File: config.mk
export PLATFORM = sky130hd
export DESIGN_NAME = gregorian_day_number_convert_flat
export DESIGN_NICKNAME = d
export VERILOG_FILES = /design/src/gdn_pkg.sv /design/src/gdn_if.sv /design/src/gregorian_day_number_convert.sv /design/src/gdn_div.sv /design/src/gdn_core.sv /design/src/flat_wrapper.sv
export SDC_FILE = /design/constraint.sdc
export NUM_CORES = 2
export LEC_CHECK = 0
export ABC_AREA = 1
export BUFFER_PORTS_ARGS = -buffer_cell sky130_fd_sc_hd__buf_2
export CORE_AREA = 2 2 287 289
export CTS_CLUSTER_SIZE = 8
export DETAILED_ROUTE_END_ITERATION = 6
export DIE_AREA = 0 0 289 291
export GPL_TIMING_DRIVEN = 0
export PLACE_DENSITY = 0.88
export SLEW_MARGIN = 10
export SYNTH_ARGS = -nofsm -noshare
export SYNTH_HDL_FRONTEND = slang
export SYNTH_HIERARCHICAL = 1
export SYNTH_SLANG_ARGS = --single-unit
File: constraint.sdc
create_clock -name clk_i -period 8 [get_ports clk_i]
set_input_delay 0.8 -clock clk_i [delete_from_list [all_inputs] [get_ports clk_i]]
set_output_delay 0.8 -clock clk_i [all_outputs]
set_load 0.01 [all_outputs]
File: src/gdn_pkg.sv
// gdn_pkg: shared types, widths, tables and helper functions of the
// gregorian day number converter. No dependencies.
`default_nettype none

package gdn_pkg;

  // default last supported year
  localparam int unsigned YEAR_MAX_DEF = 9999;

  // port field widths
  localparam int unsigned OP_W    = 2;
  localparam int unsigned YEAR_W  = 14;
  localparam int unsigned MON_W   = 4;
  localparam int unsigned MDAY_W  = 5;
  localparam int unsigned ABS_W   = 22;
  localparam int unsigned NTH_W   = 4;
  localparam int unsigned WDAY_W  = 3;

  // internal widths, sized for the largest supported year (65535)
  localparam int unsigned YR_W    = 17;
  localparam int unsigned DAY_W   = 26;
  localparam int unsigned SUM_W   = DAY_W + 1;
  localparam int unsigned DIV_W   = DAY_W;
  localparam int unsigned RCP_W   = 24;
  localparam int unsigned REM_W   = 9;
  localparam int unsigned PROD_W  = DIV_W + RCP_W;

  // operation codes
  localparam logic [OP_W-1:0] OP_TO_ABS   = 2'd0;
  localparam logic [OP_W-1:0] OP_TO_DATE  = 2'd1;
  localparam logic [OP_W-1:0] OP_NTH_WDAY = 2'd2;

  // constant divisors and their scaled reciprocals
  localparam logic [REM_W-1:0] DIVISOR_7   = 9'd7;
  localparam logic [REM_W-1:0] DIVISOR_100 = 9'd100;
  localparam logic [REM_W-1:0] DIVISOR_366 = 9'd366;
  localparam logic [RCP_W-1:0] RCP_7   = RCP_W'((64'd1 << DIV_W) / 7);
  localparam logic [RCP_W-1:0] RCP_100 = RCP_W'((64'd1 << DIV_W) / 100);
  localparam logic [RCP_W-1:0] RCP_366 = RCP_W'((64'd1 << DIV_W) / 366);

  typedef enum logic [1:0] {
    DIV_BY_7,
    DIV_BY_100,
    DIV_BY_366
  } div_sel_e;

  typedef enum logic [3:0] {
    S_IDLE,
    S_CHECK,
    S_LEAP,
    S_FIX,
    S_WK_GO,
    S_WK,
    S_YDIV_GO,
    S_YDIV,
    S_YCEN_GO,
    S_YCEN,
    S_YEAR,
    S_MONTH,
    S_ERR,
    S_DONE
  } state_e;

  typedef struct packed {
    logic             start;
    div_sel_e         sel;
    logic [DIV_W-1:0] dividend;
  } div_req_t;

  typedef struct packed {
    logic             done;
    logic [DIV_W-1:0] quot;
    logic [REM_W-1:0] rem;
  } div_rsp_t;

  typedef struct packed {
    logic [YEAR_W-1:0] year_out;
    logic [MON_W-1:0]  month_out;
    logic [MDAY_W-1:0] day_out;
    logic [ABS_W-1:0]  absolute_out;
    logic              out_of_range;
  } result_t;

  function automatic logic [REM_W-1:0] div_const(input div_sel_e sel);
    case (sel)
      DIV_BY_7:   return DIVISOR_7;
      DIV_BY_100: return DIVISOR_100;
      default:    return DIVISOR_366;
    endcase
  endfunction

  function automatic logic [RCP_W-1:0] div_recip(input div_sel_e sel);
    case (sel)
      DIV_BY_7:   return RCP_7;
      DIV_BY_100: return RCP_100;
      default:    return RCP_366;
    endcase
  endfunction

  // days in the year before the first of month m
  function automatic logic [8:0] cum_days(input logic [MON_W-1:0] m, input logic leap);
    logic [8:0] base;
    case (m)
      4'd1:    base = 9'd0;
      4'd2:    base = 9'd31;
      4'd3:    base = 9'd59;
      4'd4:    base = 9'd90;
      4'd5:    base = 9'd120;
      4'd6:    base = 9'd151;
      4'd7:    base = 9'd181;
      4'd8:    base = 9'd212;
      4'd9:    base = 9'd243;
      4'd10:   base = 9'd273;
      4'd11:   base = 9'd304;
      4'd12:   base = 9'd334;
      default: base = 9'd0;
    endcase
    return base + 9'((m > 4'd2) && leap);
  endfunction

  function automatic logic [MDAY_W-1:0] month_len(input logic [MON_W-1:0] m, input logic leap);
    if (m == 4'd2) begin
      return leap ? 5'd29 : 5'd28;
    end else if (m inside {4'd4, 4'd6, 4'd9, 4'd11}) begin
      return 5'd30;
    end
    return 5'd31;
  endfunction

  // 365*v + v/4 - v/100 + v/400, with q = v/100 from the divider
  function automatic logic [DAY_W-1:0] year_base(input logic [YR_W-1:0] v,
                                                 input logic [YR_W-1:0] q);
    logic [DAY_W-1:0] vx;
    logic [DAY_W-1:0] qx;
    vx = DAY_W'(v);
    qx = DAY_W'(q);
    return vx * DAY_W'(365) + (vx >> 2) - qx + (qx >> 2);
  endfunction

endpackage

`default_nettype wire

File: src/gdn_if.sv
// gdn_req_if / gdn_rsp_if: valid-ready channels of the day number converter.
// Depends on gdn_pkg for field widths.
`default_nettype none

interface gdn_req_if;
  logic                                   valid;
  logic                                   ready;
  logic [gdn_pkg::OP_W-1:0]               operation;
  logic [gdn_pkg::YEAR_W-1:0]             year_in;
  logic [gdn_pkg::MON_W-1:0]              month_in;
  logic [gdn_pkg::MDAY_W-1:0]             day_in;
  logic [gdn_pkg::ABS_W-1:0]              absolute_in;
  logic signed [gdn_pkg::NTH_W-1:0]       nth;
  logic [gdn_pkg::WDAY_W-1:0]             weekday;

  modport source(output valid, operation, year_in, month_in, day_in, absolute_in, nth,
                 weekday, input ready);
  modport sink(input valid, operation, year_in, month_in, day_in, absolute_in, nth,
               weekday, output ready);
endinterface

interface gdn_rsp_if;
  logic                         valid;
  logic                         ready;
  logic [gdn_pkg::YEAR_W-1:0]   year_out;
  logic [gdn_pkg::MON_W-1:0]    month_out;
  logic [gdn_pkg::MDAY_W-1:0]   day_out;
  logic [gdn_pkg::ABS_W-1:0]    absolute_out;
  logic                         out_of_range;

  modport source(output valid, year_out, month_out, day_out, absolute_out, out_of_range,
                 input ready);
  modport sink(input valid, year_out, month_out, day_out, absolute_out, out_of_range,
               output ready);
endinterface

`default_nettype wire

File: src/gregorian_day_number_convert.sv
// gregorian_day_number_convert: top level of the day number converter.
// Depends on gdn_pkg, gdn_if, gdn_div and gdn_core.
//
// Converts proleptic Gregorian dates (years 1 to YEAR_MAX, day 1 = 0001-01-01)
// to absolute day numbers and back, and finds the nth weekday around a date.
// One transaction is in work at a time; req_i.ready is high only while the
// sequencer is idle, and a finished result waits in an output register so
// the next request can be taken while rsp_o is stalled. All divisions go
// through one shared constant divider, and the day to date direction then
// steps the year up one per cycle and the month up one per cycle. A bad
// operation, year, month, absolute day or day of month, or an nth weekday
// landing outside the range, finishes with out_of_range set and every other
// field zero. The sequencer returns to its idle state between requests.
`default_nettype none

module gregorian_day_number_convert #(
  parameter int unsigned YEAR_MAX = gdn_pkg::YEAR_MAX_DEF
) (
  input  wire logic   clk_i,
  input  wire logic   rst_ni,
  gdn_req_if.sink     req_i,
  gdn_rsp_if.source   rsp_o
);

  gdn_pkg::div_req_t  div_req;
  gdn_pkg::div_rsp_t  div_rsp;
  gdn_pkg::result_t   res;
  logic               res_valid;
  logic               res_ready;
  logic               out_valid_q;
  gdn_pkg::result_t   out_q;

  gdn_core #(
    .YEAR_MAX(YEAR_MAX)
  ) u_core (
    .clk_i      (clk_i),
    .rst_ni     (rst_ni),
    .req_i      (req_i),
    .div_req_o  (div_req),
    .div_rsp_i  (div_rsp),
    .res_valid_o(res_valid),
    .res_o      (res),
    .res_ready_i(res_ready)
  );

  gdn_div u_div (
    .clk_i (clk_i),
    .rst_ni(rst_ni),
    .req_i (div_req),
    .rsp_o (div_rsp)
  );

  // output register
  assign res_ready = !out_valid_q || rsp_o.ready;

  always_ff @(posedge clk_i or negedge rst_ni) begin
    if (!rst_ni) begin
      out_valid_q <= 1'b0;
    end else if (res_ready) begin
      out_valid_q <= res_valid;
    end
  end

  always_ff @(posedge clk_i) begin
    if (res_valid && res_ready) begin
      out_q <= res;
    end
  end

  assign rsp_o.valid        = out_valid_q;
  assign rsp_o.year_out     = out_q.year_out;
  assign rsp_o.month_out    = out_q.month_out;
  assign rsp_o.day_out      = out_q.day_out;
  assign rsp_o.absolute_out = out_q.absolute_out;
  assign rsp_o.out_of_range = out_q.out_of_range;

endmodule

`default_nettype wire

File: src/gdn_div.sv
// gdn_div: shared divider by a constant (7, 100 or 366), reciprocal multiply
// with one correction step. Depends on gdn_pkg.
`default_nettype none

module gdn_div (
  input  wire logic              clk_i,
  input  wire logic              rst_ni,
  input  wire gdn_pkg::div_req_t req_i,
  output gdn_pkg::div_rsp_t      rsp_o
);

  localparam int unsigned DW = gdn_pkg::DIV_W;
  localparam int unsigned RW = gdn_pkg::RCP_W;
  localparam int unsigned MW = gdn_pkg::REM_W;
  localparam int unsigned PW = gdn_pkg::PROD_W;

  logic                v0_q, v1_q, v2_q, v3_q;
  logic [DW-1:0]       x0_q, x1_q, x2_q, x3_q;
  gdn_pkg::div_sel_e   sel0_q, sel1_q, sel2_q, sel3_q;
  logic [PW-1:0]       prod1_q;
  logic [RW-1:0]       q2_q, quot_q;
  logic [MW:0]         r2_q;
  logic [MW-1:0]       rem_q;

  logic [RW-1:0]       q_est;
  logic [DW-1:0]       r_full;
  logic [MW:0]         r_est;
  logic [MW:0]         dv2;
  logic [RW-1:0]       q_fix;
  logic [MW:0]         r_fix;

  // estimate, remainder, single correction
  always_comb begin
    q_est  = prod1_q[PW-1:DW];
    r_full = x1_q - DW'(q_est) * DW'(gdn_pkg::div_const(sel1_q));
    r_est  = r_full[MW:0];
    dv2    = (MW+1)'(gdn_pkg::div_const(sel2_q));
    if (r2_q >= dv2) begin
      q_fix = q2_q + RW'(1);
      r_fix = r2_q - dv2;
    end else begin
      q_fix = q2_q;
      r_fix = r2_q;
    end
  end

  // stage valid bits
  always_ff @(posedge clk_i or negedge rst_ni) begin
    if (!rst_ni) begin
      v0_q <= 1'b0;
      v1_q <= 1'b0;
      v2_q <= 1'b0;
      v3_q <= 1'b0;
    end else begin
      v0_q <= req_i.start;
      v1_q <= v0_q;
      v2_q <= v1_q;
      v3_q <= v2_q;
    end
  end

  // stage payload
  always_ff @(posedge clk_i) begin
    if (req_i.start) begin
      x0_q   <= req_i.dividend;
      sel0_q <= req_i.sel;
    end
    if (v0_q) begin
      x1_q    <= x0_q;
      sel1_q  <= sel0_q;
      prod1_q <= PW'(x0_q) * PW'(gdn_pkg::div_recip(sel0_q));
    end
    if (v1_q) begin
      x2_q   <= x1_q;
      sel2_q <= sel1_q;
      q2_q   <= q_est;
      r2_q   <= r_est;
    end
    if (v2_q) begin
      x3_q   <= x2_q;
      sel3_q <= sel2_q;
      quot_q <= q_fix;
      rem_q  <= r_fix[MW-1:0];
    end
  end

  assign rsp_o.done = v3_q;
  assign rsp_o.quot = DW'(quot_q);
  assign rsp_o.rem  = rem_q;

  // checks
  a_latency: assert property (@(posedge clk_i) disable iff (!rst_ni)
    req_i.start |-> ##4 rsp_o.done)
    else $error("divider result not on time");

  a_rem_below: assert property (@(posedge clk_i) disable iff (!rst_ni)
    rsp_o.done |-> rsp_o.rem < gdn_pkg::div_const(sel3_q))
    else $error("divider remainder not reduced");

  a_exact: assert property (@(posedge clk_i) disable iff (!rst_ni)
    rsp_o.done |-> (DW'(quot_q) * DW'(gdn_pkg::div_const(sel3_q)) + DW'(rem_q) == x3_q))
    else $error("divider quotient and remainder inconsistent");

endmodule

`default_nettype wire

File: src/gdn_core.sv
// gdn_core: sequencer and datapath of the day number converter; drives the
// shared divider and the year and month stepping. Depends on gdn_pkg, gdn_if.
`default_nettype none

module gdn_core #(
  parameter int unsigned YEAR_MAX = gdn_pkg::YEAR_MAX_DEF
) (
  input  wire logic              clk_i,
  input  wire logic              rst_ni,
  gdn_req_if.sink                req_i,
  output gdn_pkg::div_req_t      div_req_o,
  input  wire gdn_pkg::div_rsp_t div_rsp_i,
  output logic                   res_valid_o,
  output gdn_pkg::result_t       res_o,
  input  wire logic              res_ready_i
);

  localparam int unsigned YW = gdn_pkg::YR_W;
  localparam int unsigned DW = gdn_pkg::DAY_W;
  localparam int unsigned SW = gdn_pkg::SUM_W;
  localparam int unsigned AW = gdn_pkg::ABS_W;
  localparam int unsigned MaxFixedInt =
    365 * YEAR_MAX + YEAR_MAX / 4 - YEAR_MAX / 100 + YEAR_MAX / 400;
  localparam logic [DW-1:0] MAX_FIXED = DW'(MaxFixedInt);

  gdn_pkg::state_e       state_q, state_d;
  logic [1:0]            op_q, op_d;
  logic [YW-1:0]         yr_q, yr_d;
  logic [3:0]            mon_q, mon_d;
  logic [4:0]            day_q, day_d;
  logic signed [3:0]     nth_q, nth_d;
  logic [2:0]            wday_q, wday_d;
  logic [DW-1:0]         abs_q, abs_d;
  logic signed [SW-1:0]  base_q, base_d;
  logic                  leap_q, leap_d;
  logic [6:0]            c100_q, c100_d;
  logic [8:0]            c400_q, c400_d;
  logic [8:0]            doy_q, doy_d;
  gdn_pkg::result_t      res_q, res_d;

  logic [YW-1:0]         p;
  logic [YW-1:0]         q100;
  logic [8:0]            r400;
  logic                  leap_p, leap_y, leap_n;
  logic [4:0]            mlen;
  logic signed [SW-1:0]  fix, rr, off, abs_s, doy_full;
  logic signed [4:0]     k;
  logic [YW-1:0]         y1;
  logic [8:0]            cum_next;

  // shared helper terms
  always_comb begin
    p        = yr_q - YW'(1);
    q100     = div_rsp_i.quot[YW-1:0];
    r400     = {7'd0, div_rsp_i.quot[1:0]} * 9'd100 + div_rsp_i.rem;
    leap_p   = (p[1:0] == 2'd3 && div_rsp_i.rem != 9'd99) || r400 == 9'd399;
    leap_y   = (yr_q[1:0] == 2'd0 && div_rsp_i.rem != 9'd0) || r400 == 9'd0;
    mlen     = gdn_pkg::month_len(mon_q, leap_p);
    fix      = base_q + SW'(gdn_pkg::cum_days(mon_q, leap_q)) + SW'(day_q);
    k        = (nth_q > 0) ? (5'(nth_q) - 5'sd1) : (5'(nth_q) + 5'sd1);
    off      = (SW'(k) <<< 3) - SW'(k);
    rr       = base_q - SW'(div_rsp_i.rem) + off;
    abs_s    = $signed({1'b0, abs_q});
    doy_full = abs_s - base_q + SW'(366) + SW'(leap_q);
    y1       = yr_q + YW'(1);
    leap_n   = (y1[1:0] == 2'd0 && c100_q != 7'd0) || c400_q == 9'd0;
    cum_next = gdn_pkg::cum_days(mon_q + 4'd1, leap_q);
  end

  // next state and outputs
  always_comb begin
    state_d = state_q;
    op_d    = op_q;
    yr_d    = yr_q;
    mon_d   = mon_q;
    day_d   = day_q;
    nth_d   = nth_q;
    wday_d  = wday_q;
    abs_d   = abs_q;
    base_d  = base_q;
    leap_d  = leap_q;
    c100_d  = c100_q;
    c400_d  = c400_q;
    doy_d   = doy_q;
    res_d   = res_q;
    req_i.ready         = 1'b0;
    res_valid_o         = 1'b0;
    div_req_o.start     = 1'b0;
    div_req_o.sel       = gdn_pkg::DIV_BY_100;
    div_req_o.dividend  = '0;

    case (state_q)
      gdn_pkg::S_IDLE: begin
        req_i.ready = 1'b1;
        if (req_i.valid) begin
          op_d    = req_i.operation;
          yr_d    = YW'(req_i.year_in);
          mon_d   = req_i.month_in;
          day_d   = req_i.day_in;
          abs_d   = DW'(req_i.absolute_in);
          nth_d   = req_i.nth;
          wday_d  = req_i.weekday;
          state_d = gdn_pkg::S_CHECK;
        end
      end
      gdn_pkg::S_CHECK: begin
        case (op_q)
          gdn_pkg::OP_TO_DATE: begin
            if (abs_q == '0 || abs_q > MAX_FIXED) begin
              state_d = gdn_pkg::S_ERR;
            end else begin
              state_d = gdn_pkg::S_YDIV_GO;
            end
          end
          gdn_pkg::OP_TO_ABS, gdn_pkg::OP_NTH_WDAY: begin
            if (yr_q == '0 || yr_q > YW'(YEAR_MAX) || mon_q == 4'd0 || mon_q > 4'd12) begin
              state_d = gdn_pkg::S_ERR;
            end else begin
              div_req_o.start    = 1'b1;
              div_req_o.sel      = gdn_pkg::DIV_BY_100;
              div_req_o.dividend = DW'(p);
              state_d            = gdn_pkg::S_LEAP;
            end
          end
          default: state_d = gdn_pkg::S_ERR;
        endcase
      end
      // leap rule and day check of the input date
      gdn_pkg::S_LEAP: begin
        if (div_rsp_i.done) begin
          base_d = SW'(gdn_pkg::year_base(p, q100));
          leap_d = leap_p;
          if (op_q == gdn_pkg::OP_TO_ABS) begin
            if (day_q == 5'd0 || day_q > mlen) begin
              state_d = gdn_pkg::S_ERR;
            end else begin
              state_d = gdn_pkg::S_FIX;
            end
          end else if (day_q > mlen) begin
            state_d = gdn_pkg::S_ERR;
          end else begin
            if (day_q == 5'd0) begin
              day_d = (nth_q > 0) ? 5'd1 : mlen;
            end
            state_d = gdn_pkg::S_FIX;
          end
        end
      end
      gdn_pkg::S_FIX: begin
        if (op_q == gdn_pkg::OP_TO_ABS) begin
          res_d              = '0;
          res_d.absolute_out = fix[AW-1:0];
          state_d            = gdn_pkg::S_DONE;
        end else begin
          base_d  = fix + ((nth_q > 0) ? SW'(6) : SW'(0));
          state_d = gdn_pkg::S_WK_GO;
        end
      end
      gdn_pkg::S_WK_GO: begin
        div_req_o.start    = 1'b1;
        div_req_o.sel      = gdn_pkg::DIV_BY_7;
        div_req_o.dividend = base_q[DW-1:0] + DW'(7) - DW'(wday_q);
        state_d            = gdn_pkg::S_WK;
      end
      // on-or-before weekday, then step whole weeks
      gdn_pkg::S_WK: begin
        if (div_rsp_i.done) begin
          if (rr[SW-1] || rr == '0 || rr[DW-1:0] > MAX_FIXED) begin
            state_d = gdn_pkg::S_ERR;
          end else begin
            abs_d   = rr[DW-1:0];
            state_d = gdn_pkg::S_YDIV_GO;
          end
        end
      end
      gdn_pkg::S_YDIV_GO: begin
        div_req_o.start    = 1'b1;
        div_req_o.sel      = gdn_pkg::DIV_BY_366;
        div_req_o.dividend = abs_q;
        state_d            = gdn_pkg::S_YDIV;
      end
      gdn_pkg::S_YDIV: begin
        if (div_rsp_i.done) begin
          yr_d    = div_rsp_i.quot[YW-1:0];
          state_d = gdn_pkg::S_YCEN_GO;
        end
      end
      gdn_pkg::S_YCEN_GO: begin
        div_req_o.start    = 1'b1;
        div_req_o.sel      = gdn_pkg::DIV_BY_100;
        div_req_o.dividend = DW'(yr_q);
        state_d            = gdn_pkg::S_YCEN;
      end
      // start of the following year and leap counters for the estimate
      gdn_pkg::S_YCEN: begin
        if (div_rsp_i.done) begin
          base_d  = SW'(gdn_pkg::year_base(yr_q, q100) + DW'(1));
          leap_d  = leap_y;
          c100_d  = (div_rsp_i.rem == 9'd99) ? 7'd0 : div_rsp_i.rem[6:0] + 7'd1;
          c400_d  = (r400 == 9'd399) ? 9'd0 : r400 + 9'd1;
          state_d = gdn_pkg::S_YEAR;
        end
      end
      // step the year up one per cycle
      gdn_pkg::S_YEAR: begin
        if (abs_s >= base_q) begin
          yr_d   = y1;
          base_d = base_q + SW'(365) + SW'(leap_n);
          leap_d = leap_n;
          c100_d = (c100_q == 7'd99) ? 7'd0 : c100_q + 7'd1;
          c400_d = (c400_q == 9'd399) ? 9'd0 : c400_q + 9'd1;
        end else begin
          doy_d   = doy_full[8:0];
          mon_d   = 4'd1;
          state_d = gdn_pkg::S_MONTH;
        end
      end
      // step the month up one per cycle
      gdn_pkg::S_MONTH: begin
        if (mon_q < 4'd12 && doy_q > cum_next) begin
          mon_d = mon_q + 4'd1;
        end else begin
          res_d.year_out     = yr_q[gdn_pkg::YEAR_W-1:0];
          res_d.month_out    = mon_q;
          res_d.day_out      = 5'(doy_q - gdn_pkg::cum_days(mon_q, leap_q));
          res_d.absolute_out = abs_q[AW-1:0];
          res_d.out_of_range = 1'b0;
          state_d            = gdn_pkg::S_DONE;
        end
      end
      gdn_pkg::S_ERR: begin
        res_d              = '0;
        res_d.out_of_range = 1'b1;
        state_d            = gdn_pkg::S_DONE;
      end
      gdn_pkg::S_DONE: begin
        res_valid_o = 1'b1;
        if (res_ready_i) begin
          state_d = gdn_pkg::S_IDLE;
        end
      end
      default: state_d = gdn_pkg::S_IDLE;
    endcase
  end

  // state register
  always_ff @(posedge clk_i or negedge rst_ni) begin
    if (!rst_ni) begin
      state_q <= gdn_pkg::S_IDLE;
    end else begin
      state_q <= state_d;
    end
  end

  // working registers
  always_ff @(posedge clk_i) begin
    op_q   <= op_d;
    yr_q   <= yr_d;
    mon_q  <= mon_d;
    day_q  <= day_d;
    nth_q  <= nth_d;
    wday_q <= wday_d;
    abs_q  <= abs_d;
    base_q <= base_d;
    leap_q <= leap_d;
    c100_q <= c100_d;
    c400_q <= c400_d;
    doy_q  <= doy_d;
    res_q  <= res_d;
  end

  assign res_o = res_q;

  // checks
  a_err_zero: assert property (@(posedge clk_i) disable iff (!rst_ni)
    res_valid_o && res_o.out_of_range |->
      res_o.year_out == '0 && res_o.month_out == '0 && res_o.day_out == '0 &&
      res_o.absolute_out == '0)
    else $error("error result carries nonzero fields");

  a_div_expected: assert property (@(posedge clk_i) disable iff (!rst_ni)
    div_rsp_i.done |-> state_q == gdn_pkg::S_LEAP || state_q == gdn_pkg::S_WK ||
                       state_q == gdn_pkg::S_YDIV || state_q == gdn_pkg::S_YCEN)
    else $error("divider result arrived outside a wait state");

  a_year_low: assert property (@(posedge clk_i) disable iff (!rst_ni)
    state_q == gdn_pkg::S_YEAR |-> abs_s >= base_q - SW'(366))
    else $error("year estimate above the target day");

  a_month_range: assert property (@(posedge clk_i) disable iff (!rst_ni)
    state_q == gdn_pkg::S_MONTH |-> mon_q >= 4'd1 && mon_q <= 4'd12)
    else $error("month search left the year");

endmodule

`default_nettype wire
File: src/flat_wrapper.sv
// flat-port wrapper written by rule: the top's interface ports become plain ports
module gregorian_day_number_convert_flat 
#(
  parameter int unsigned YEAR_MAX = gdn_pkg::YEAR_MAX_DEF
)
  (clk_i, rst_ni, req_i_valid, req_i_operation, req_i_year_in, req_i_month_in, req_i_day_in, req_i_absolute_in, req_i_nth, req_i_weekday, req_i_ready, rsp_o_valid, rsp_o_year_out, rsp_o_month_out, rsp_o_day_out, rsp_o_absolute_out, rsp_o_out_of_range, rsp_o_ready);
  gdn_req_if req_i_i ();
  gdn_rsp_if rsp_o_i ();
  input  wire logic clk_i;
  input  wire logic rst_ni;
  input wire logic [$bits(req_i_i.valid)-1:0] req_i_valid;
  input wire logic [$bits(req_i_i.operation)-1:0] req_i_operation;
  input wire logic [$bits(req_i_i.year_in)-1:0] req_i_year_in;
  input wire logic [$bits(req_i_i.month_in)-1:0] req_i_month_in;
  input wire logic [$bits(req_i_i.day_in)-1:0] req_i_day_in;
  input wire logic [$bits(req_i_i.absolute_in)-1:0] req_i_absolute_in;
  input wire logic [$bits(req_i_i.nth)-1:0] req_i_nth;
  input wire logic [$bits(req_i_i.weekday)-1:0] req_i_weekday;
  output wire logic [$bits(req_i_i.ready)-1:0] req_i_ready;
  output wire logic [$bits(rsp_o_i.valid)-1:0] rsp_o_valid;
  output wire logic [$bits(rsp_o_i.year_out)-1:0] rsp_o_year_out;
  output wire logic [$bits(rsp_o_i.month_out)-1:0] rsp_o_month_out;
  output wire logic [$bits(rsp_o_i.day_out)-1:0] rsp_o_day_out;
  output wire logic [$bits(rsp_o_i.absolute_out)-1:0] rsp_o_absolute_out;
  output wire logic [$bits(rsp_o_i.out_of_range)-1:0] rsp_o_out_of_range;
  input wire logic [$bits(rsp_o_i.ready)-1:0] rsp_o_ready;
  assign req_i_i.valid = req_i_valid;
  assign req_i_i.operation = req_i_operation;
  assign req_i_i.year_in = req_i_year_in;
  assign req_i_i.month_in = req_i_month_in;
  assign req_i_i.day_in = req_i_day_in;
  assign req_i_i.absolute_in = req_i_absolute_in;
  assign req_i_i.nth = req_i_nth;
  assign req_i_i.weekday = req_i_weekday;
  assign req_i_ready = req_i_i.ready;
  assign rsp_o_valid = rsp_o_i.valid;
  assign rsp_o_year_out = rsp_o_i.year_out;
  assign rsp_o_month_out = rsp_o_i.month_out;
  assign rsp_o_day_out = rsp_o_i.day_out;
  assign rsp_o_absolute_out = rsp_o_i.absolute_out;
  assign rsp_o_out_of_range = rsp_o_i.out_of_range;
  assign rsp_o_i.ready = rsp_o_ready;
  gregorian_day_number_convert #(.YEAR_MAX(YEAR_MAX)) u_core (.clk_i(clk_i), .rst_ni(rst_ni), .req_i(req_i_i), .rsp_o(rsp_o_i));
endmodule
Word-level counts from Yosys, hierarchy flattened. Memory sizes are Yosys's and may differ from the RTL's. A register that Yosys moved wholly into a read port is not among the register bits. Cells that the tools add are included.

Register bits: 360. Bits in latches: 0. Bits in writable memories: 0. Memory bits (read-only): 432. Output and inout bits: 48. Memories: 3.

Memories: (name not given) (words 16, bits a word 9, read ports 1, clocked after Yosys merged registers in 1, write ports 0, RTL line gdn_pkg.sv:103) `case (m)`; (name not given) (words 16, bits a word 9, read ports 1, clocked after Yosys merged registers in 1, write ports 0, RTL line gdn_pkg.sv:103); (name not given) (words 16, bits a word 9, read ports 1, clocked after Yosys merged registers in 0, write ports 0, RTL line gdn_pkg.sv:103).

$add $sub $neg: 37. Multiply operators: 5. Divide/modulo/power cells: 0. Magnitude comparators: 12. Eq/ne operators: 45. Shift-type cells: 0. Muxes and demuxes: 81. Bitwise logic cells: 1. Reduce and logical (&&, ||, !) cells: 56.

Operators by type and width (number): $pmux W46 S3 (1); $pmux W29 S4 (1); $mux W27 (4); $pmux W27 S4 (1); $add A26 B15 Y26 (4); $mux W46 (2); $mux W4 (20); $mux W26 (3); $mux W17 (4); $mux W5 (12); $mux W29 (2); $pmux W4 S14 (1); $pmux W9 S2 (3); $gt A26 B22 Y1 const B (2); $mul A17 B9 Y26 const B (2); $pmux W26 S2 (1); $sub A26 B17 Y26 (2); $pmux W17 S3 (1); $mul A26 B24 Y50 (1); $pmux W24 S2 (1); $mux W9 (5); $add A17 B1 Y17 const B (2); $eq A4 B4 Y1 const B (8); $ne A2 B2 Y1 const B (15); other kinds (77) (139).

Logic depth before layout (Yosys ltp).
Word-level depth: 13. Depth in mapped cells: 41. Mapped depth without buffers: 41.

Cells and area by module. Netlist, hierarchy kept.

Modules (own cells, without submodules): gdn_core (instances 1, cells each 3840, area an instance 28848.9 um2, seq. area each 5084.9 um2); gdn_div (instances 1, cells each 2577, area an instance 22750.6 um2, seq. area each 4093.9 um2); gregorian_day_number_convert (instances 1, cells each 52, area an instance 1426.4 um2, seq. area each 1406.3 um2).

Worst setup path before layout. Ideal clock, no wire load.

Path kind: reg-to-reg. Start: reg u_core.u_core.nth_q[0]. End: reg u_core.u_core.abs_q[0], enable pin. Library setup time: 0.418 ns. Arrival: 6.185 ns. Slack: 1.397 ns. Stages on the path, launching flop included: 36. Path buffers: 0. Period minus slack after synthesis: 6.603 ns. Cells stage by stage: edfxtp_1 nor2_1 nand3_1 inv_1 nor2_1 inv_1 fa_1 inv_1 nand2_1 nand2_1 inv_1 ha_1 a21oi_1 nor2_1 nor2_1 nand2_1 fa_1 inv_1 ha_1 nand2_1 nor2_1 and2_1 nand2_1 nand2_1 nand2_1 nand2_1 nand2_1 nand2_1 nand2_1 nor2_1 nand2_1 nor2_1 nand2_1 inv_1 nand3_1 a21oi_1.

Longest elaborated chain between the ends: 9. Elaborated cells on any way between the ends: 12.

RTL lines: start, declared (RTL line gdn_core.sv:31) `logic signed [3:0] nth_q, nth_d;`; start signal, assigned (RTL line gdn_core.sv:261) `nth_q <= nth_d;`; $add A4 B2 Y5, or another cell as far along (RTL line gdn_core.sv:60) `k = (nth_q > 0) ? (5'(nth_q) - 5'sd1) : (5'(nth_q) + 5'sd1);`; $mux W5 * (RTL line gdn_core.sv:60); $sub A8 B5 Y9 * (RTL line gdn_core.sv:61) `off = (SW'(k) <<< 3) - SW'(k);`; $add A27 B27 Y27 * (RTL line gdn_core.sv:62) `rr = base_q - SW'(div_rsp_i.rem) + off;`; parallel branches: the longest is 2 deep, another holds $gt A26 B22 Y1; $logic_or A1 B1 Y1 * (RTL line gdn_core.sv:168) `if (rr[SW-1] || rr == '0 || rr[DW-1:0] > MAX_FIXED) begin`; $ne A2 B2 Y1 (no line) *; $reduce_and A4 Y1 (no line) *; end signal, assigned (RTL line gdn_core.sv:263) `abs_q <= abs_d;`; end, declared (RTL line gdn_core.sv:33) `logic [DW-1:0] abs_q, abs_d;`.

Mark *: on every way between the ends. A chain may end at the register's enable or synchronous reset.

Worst setup path in the final report.
Start: reg u_core.u_core.yr_q[0]. End: reg u_core.u_core.base_q[25], data pin.

Longest elaborated chain between the ends: 7. Elaborated cells on any way between the ends: 19.

RTL lines: start, declared (RTL line gdn_core.sv:28) `logic [YW-1:0] yr_q, yr_d;`; start signal, assigned (RTL line gdn_core.sv:258) `yr_q <= yr_d;`; $mul A17 B9 Y26, or another cell as far along (RTL line gdn_pkg.sv:137) `return vx * DAY_W'(365) + (vx >> 2) - qx + (qx >> 2);`; $add A26 B15 Y26, or another cell as far along (RTL line gdn_pkg.sv:137); $sub A26 B17 Y26, or another cell as far along (RTL line gdn_pkg.sv:137); $add A26 B15 Y26, or another cell as far along (RTL line gdn_pkg.sv:137); $add A26 B1 Y27, or another cell as far along (RTL line gdn_core.sv:197) `base_d = SW'(gdn_pkg::year_base(yr_q, q100) + DW'(1));`; $mux W27, on equally long branches (RTL line gdn_core.sv:196, gdn_core.sv:130, gdn_core.sv:206); $pmux W27 S4 * (RTL line gdn_core.sv:92) `case (state_q)`; net u_core.u_core.base_d[25] (RTL line gdn_core.sv:34) `logic signed [SW-1:0] base_q, base_d;`; end signal, assigned (RTL line gdn_core.sv:264) `base_q <= base_d;`; end, declared (RTL line gdn_core.sv:34).

The timed path passes the listed nets; every way through them passes the cells marked *. The select of a mux whose other input is x is not followed.

==> metrics <==
layout cells sized above 1=5.03%; clock-pin slew on the worst setup and hold paths=0.06 ns; met3 Use GR=8.14%; critical-path maximum fanout=8; gp weighted congestion=1.07; Root Buffer=clkbuf_16; initial antenna violation count=2; Routed Antenna Nets=0; Starting Density=62.8%; post-DP HPWL=141 mm; Hold Vio Cnt, Final=0; grt met1 use=50.3%; r2r endpoint=u_core/u_core/base_q[25]; outcome=finished with violations; die span in y=291 um; H-tree level count=2; initial drt markers=4838; Layout Nets=7719; Final Cycle Share=97.6%; final worst path period need=7.81 ns; vias in the first global route=44500; CTS Sinks=336; WL/cell=22.3 um; crit start category=flip-flop; slew margin rel.=1.38%; gr usage total=40.2%; Critical Path Max Stage Delay=0.76 ns; Site Rows=105; Multi-input gate area=0.0352 mm^2; fin area=0.0547 mm^2; measured slew at the worst slew-check pin=1.46 ns; # IOs=106; TritonCTS Buffers=49; pin count of the biggest net entering global routing=31; synthesized area per cell=8.20 um^2; # DRC=7; first-pass detailed-route iteration total=7; global-route wire length before repair=254 mm; Slowest-stage cell, CP=xor2_1; DR vias=44100; R2R cell count=27; total gr overflow=0; total die area=0.0841 mm^2; Final Skew=0.0666 ns; CTS tree=yes; IO buf count=105; mapped cell area=0.0510 mm^2; violated checks=DRC, capacitance limit; crit end category=flip-flop; Max Fclk=128 MHz; clk buf depth=3; Max Cap Viol=1; fin util=67.4%; Post-Route WL=168 mm; Placeable Area=0.0812 mm^2; fin. max-slew vios=0; reg2reg setup slack=0.19 ns; R2R Path Start=u_core/u_core/yr_q[0]; arrival time at the worst endpoint=8.17 ns; FF+latch area=0.00996 mm^2; Req. time, crit path=8.36 ns; critical path depth in cells=27; grt peak-use layer=met2; Buf/Inv on CP=5; Crit Path Class=reg -> reg; CP delay by family, top=adder cells; Syn-to-layout area delta=7.30%; DP Area=0.0531 mm^2; Post-Synthesis Cells=6217; Filler Cells Inserted=6562; met2 Usage GRT=63.4%; CP most frequent cell=nand2_1; worst min-delay path category=in -> async; Finish-stage setup viols=0; clk_lat worst skew=0.63 ns; die width=289 um; Vias/cell=5.87; YS warnings=6
-- layer usage --
metal / vias up / routed length [um] / part of all wire (%)
met1: 20900 / 61300 / 37
met3: 676 / 17900 / 11
met4: 2 / 13600 / 8.1
met2: 2619 / 74800 / 45
li1: 19900 / - / -
met5: - / 18 / 0.011
-- placed cells by master, fill, tap and decap left out, drive strengths merged, types with 21 or more instances in the layout --
cell,instances
o211ai,25
o21ai,244
clkbuf,124
ha,677
edfxtp,318
nand4,100
xor2,146
nand3,254
o22ai,45
xnor2,47
fa,585
nor3,70
inv,1526
or2,21
a21oi,251
buf,136
nand2,1060
nor2,600
o21bai,27
-- layout make-up --
type,count,area share (%)
inverters,1533,10.5
repair buffers,120,1.28
clock buffers,81,2.46
clock inverters,6,0.258
multi-input cells,4300,64.3
flip-flops and latches,336,18.2
well taps,1070,2.45
diodes,2,0.00915
plain buffers,59,0.489
-- per-stage QoR --
stage | TNS [ns] | std cells | setup WS (ns) | hold WS (ns)
detailed placement | -0.915 | 7410 | -0.286 | 0.405
floorplan | 0 | 6227 | 1.40 | 0.400
global route | -0.0546 | 7505 | -0.0317 | 0.103
CTS | 0 | 7499 | 0.0388 | 0.0822
finish | 0 | 7507 | 0.194 | 0.108
global placement | -23.66 | 7402 | -0.885 | 0.401
-- state kept, by name, summed over array words and instances (netlist names), 17 cells and up, named ones only --
| register | cells |
|---|---|
| u_core/u_core/res_o | 46 |
| u_core/u_core/base_q | 27 |
| u_core/u_core/abs_q | 26 |
| u_core/u_div/x0_q | 26 |
| u_core/rsp_o.absolute_out | 22 |
| u_core/u_core/yr_q | 17 |
| u_core/u_div/prod1_q | 17 |
| u_core/u_div/q2_q | 17 |
| u_core/u_div/quot_q | 17 |
-- worst register-to-register path, stage by stage, from the launching register on --
cell and delay (ns):
edfxtp_1 0.57, clkbuf_2 0.31, clkinvlp_4 0.15, ha_1 0.29, nand2_1 0.15, nor2_1 0.33, nand2_1 0.12, xor2_1 0.76
inv_1 0.38, ha_1 0.46, fa_1 0.55, inv_1 0.05, fa_1 0.47, inv_1 0.05, fa_1 0.47, ha_1 0.31
ha_1 0.39, nand2_1 0.09, nor2_1 0.15, nor3b_1 0.36, nand4_1 0.14, nand3_1 0.15, nand3_1 0.09, nand2_1 0.13
a21oi_1 0.09, xor2_1 0.17, nand2_1 0.22, nand4_1 0.13
-- worst max path at each step --
stage | startpoint | endpoint | slack (ns)
floorplan | u_core/u_core/nth_q[0] | u_core/u_core/abs_q[0] | 1.40
global placement | u_core/u_core/nth_q[0] | u_core/u_core/abs_q[23] | -0.88
detailed placement | u_core/u_core/yr_q[0] | u_core/u_core/base_q[23] | -0.29
CTS | u_core/u_core/yr_q[3] | u_core/u_core/base_q[24] | 0.04
global route | u_core/u_core/yr_q[1] | u_core/u_core/base_q[23] | -0.03
finish | u_core/u_core/yr_q[0] | u_core/u_core/base_q[25] | 0.19
-- timing repair --
action                                  4_1_cts  5_1_grt
hold endpoints to repair                      0        0
pin swaps                                     0        1
gates cloned                                  0        1
gates resized for setup                       2       14
endpoints found under the setup margin        5       33
hold buffers                                  0        0
setup buffers                                 2        5
Power is left out: the tool's default activity adds up to more than one toggle a clock period on the data nets, which glitch-free logic cannot reach.
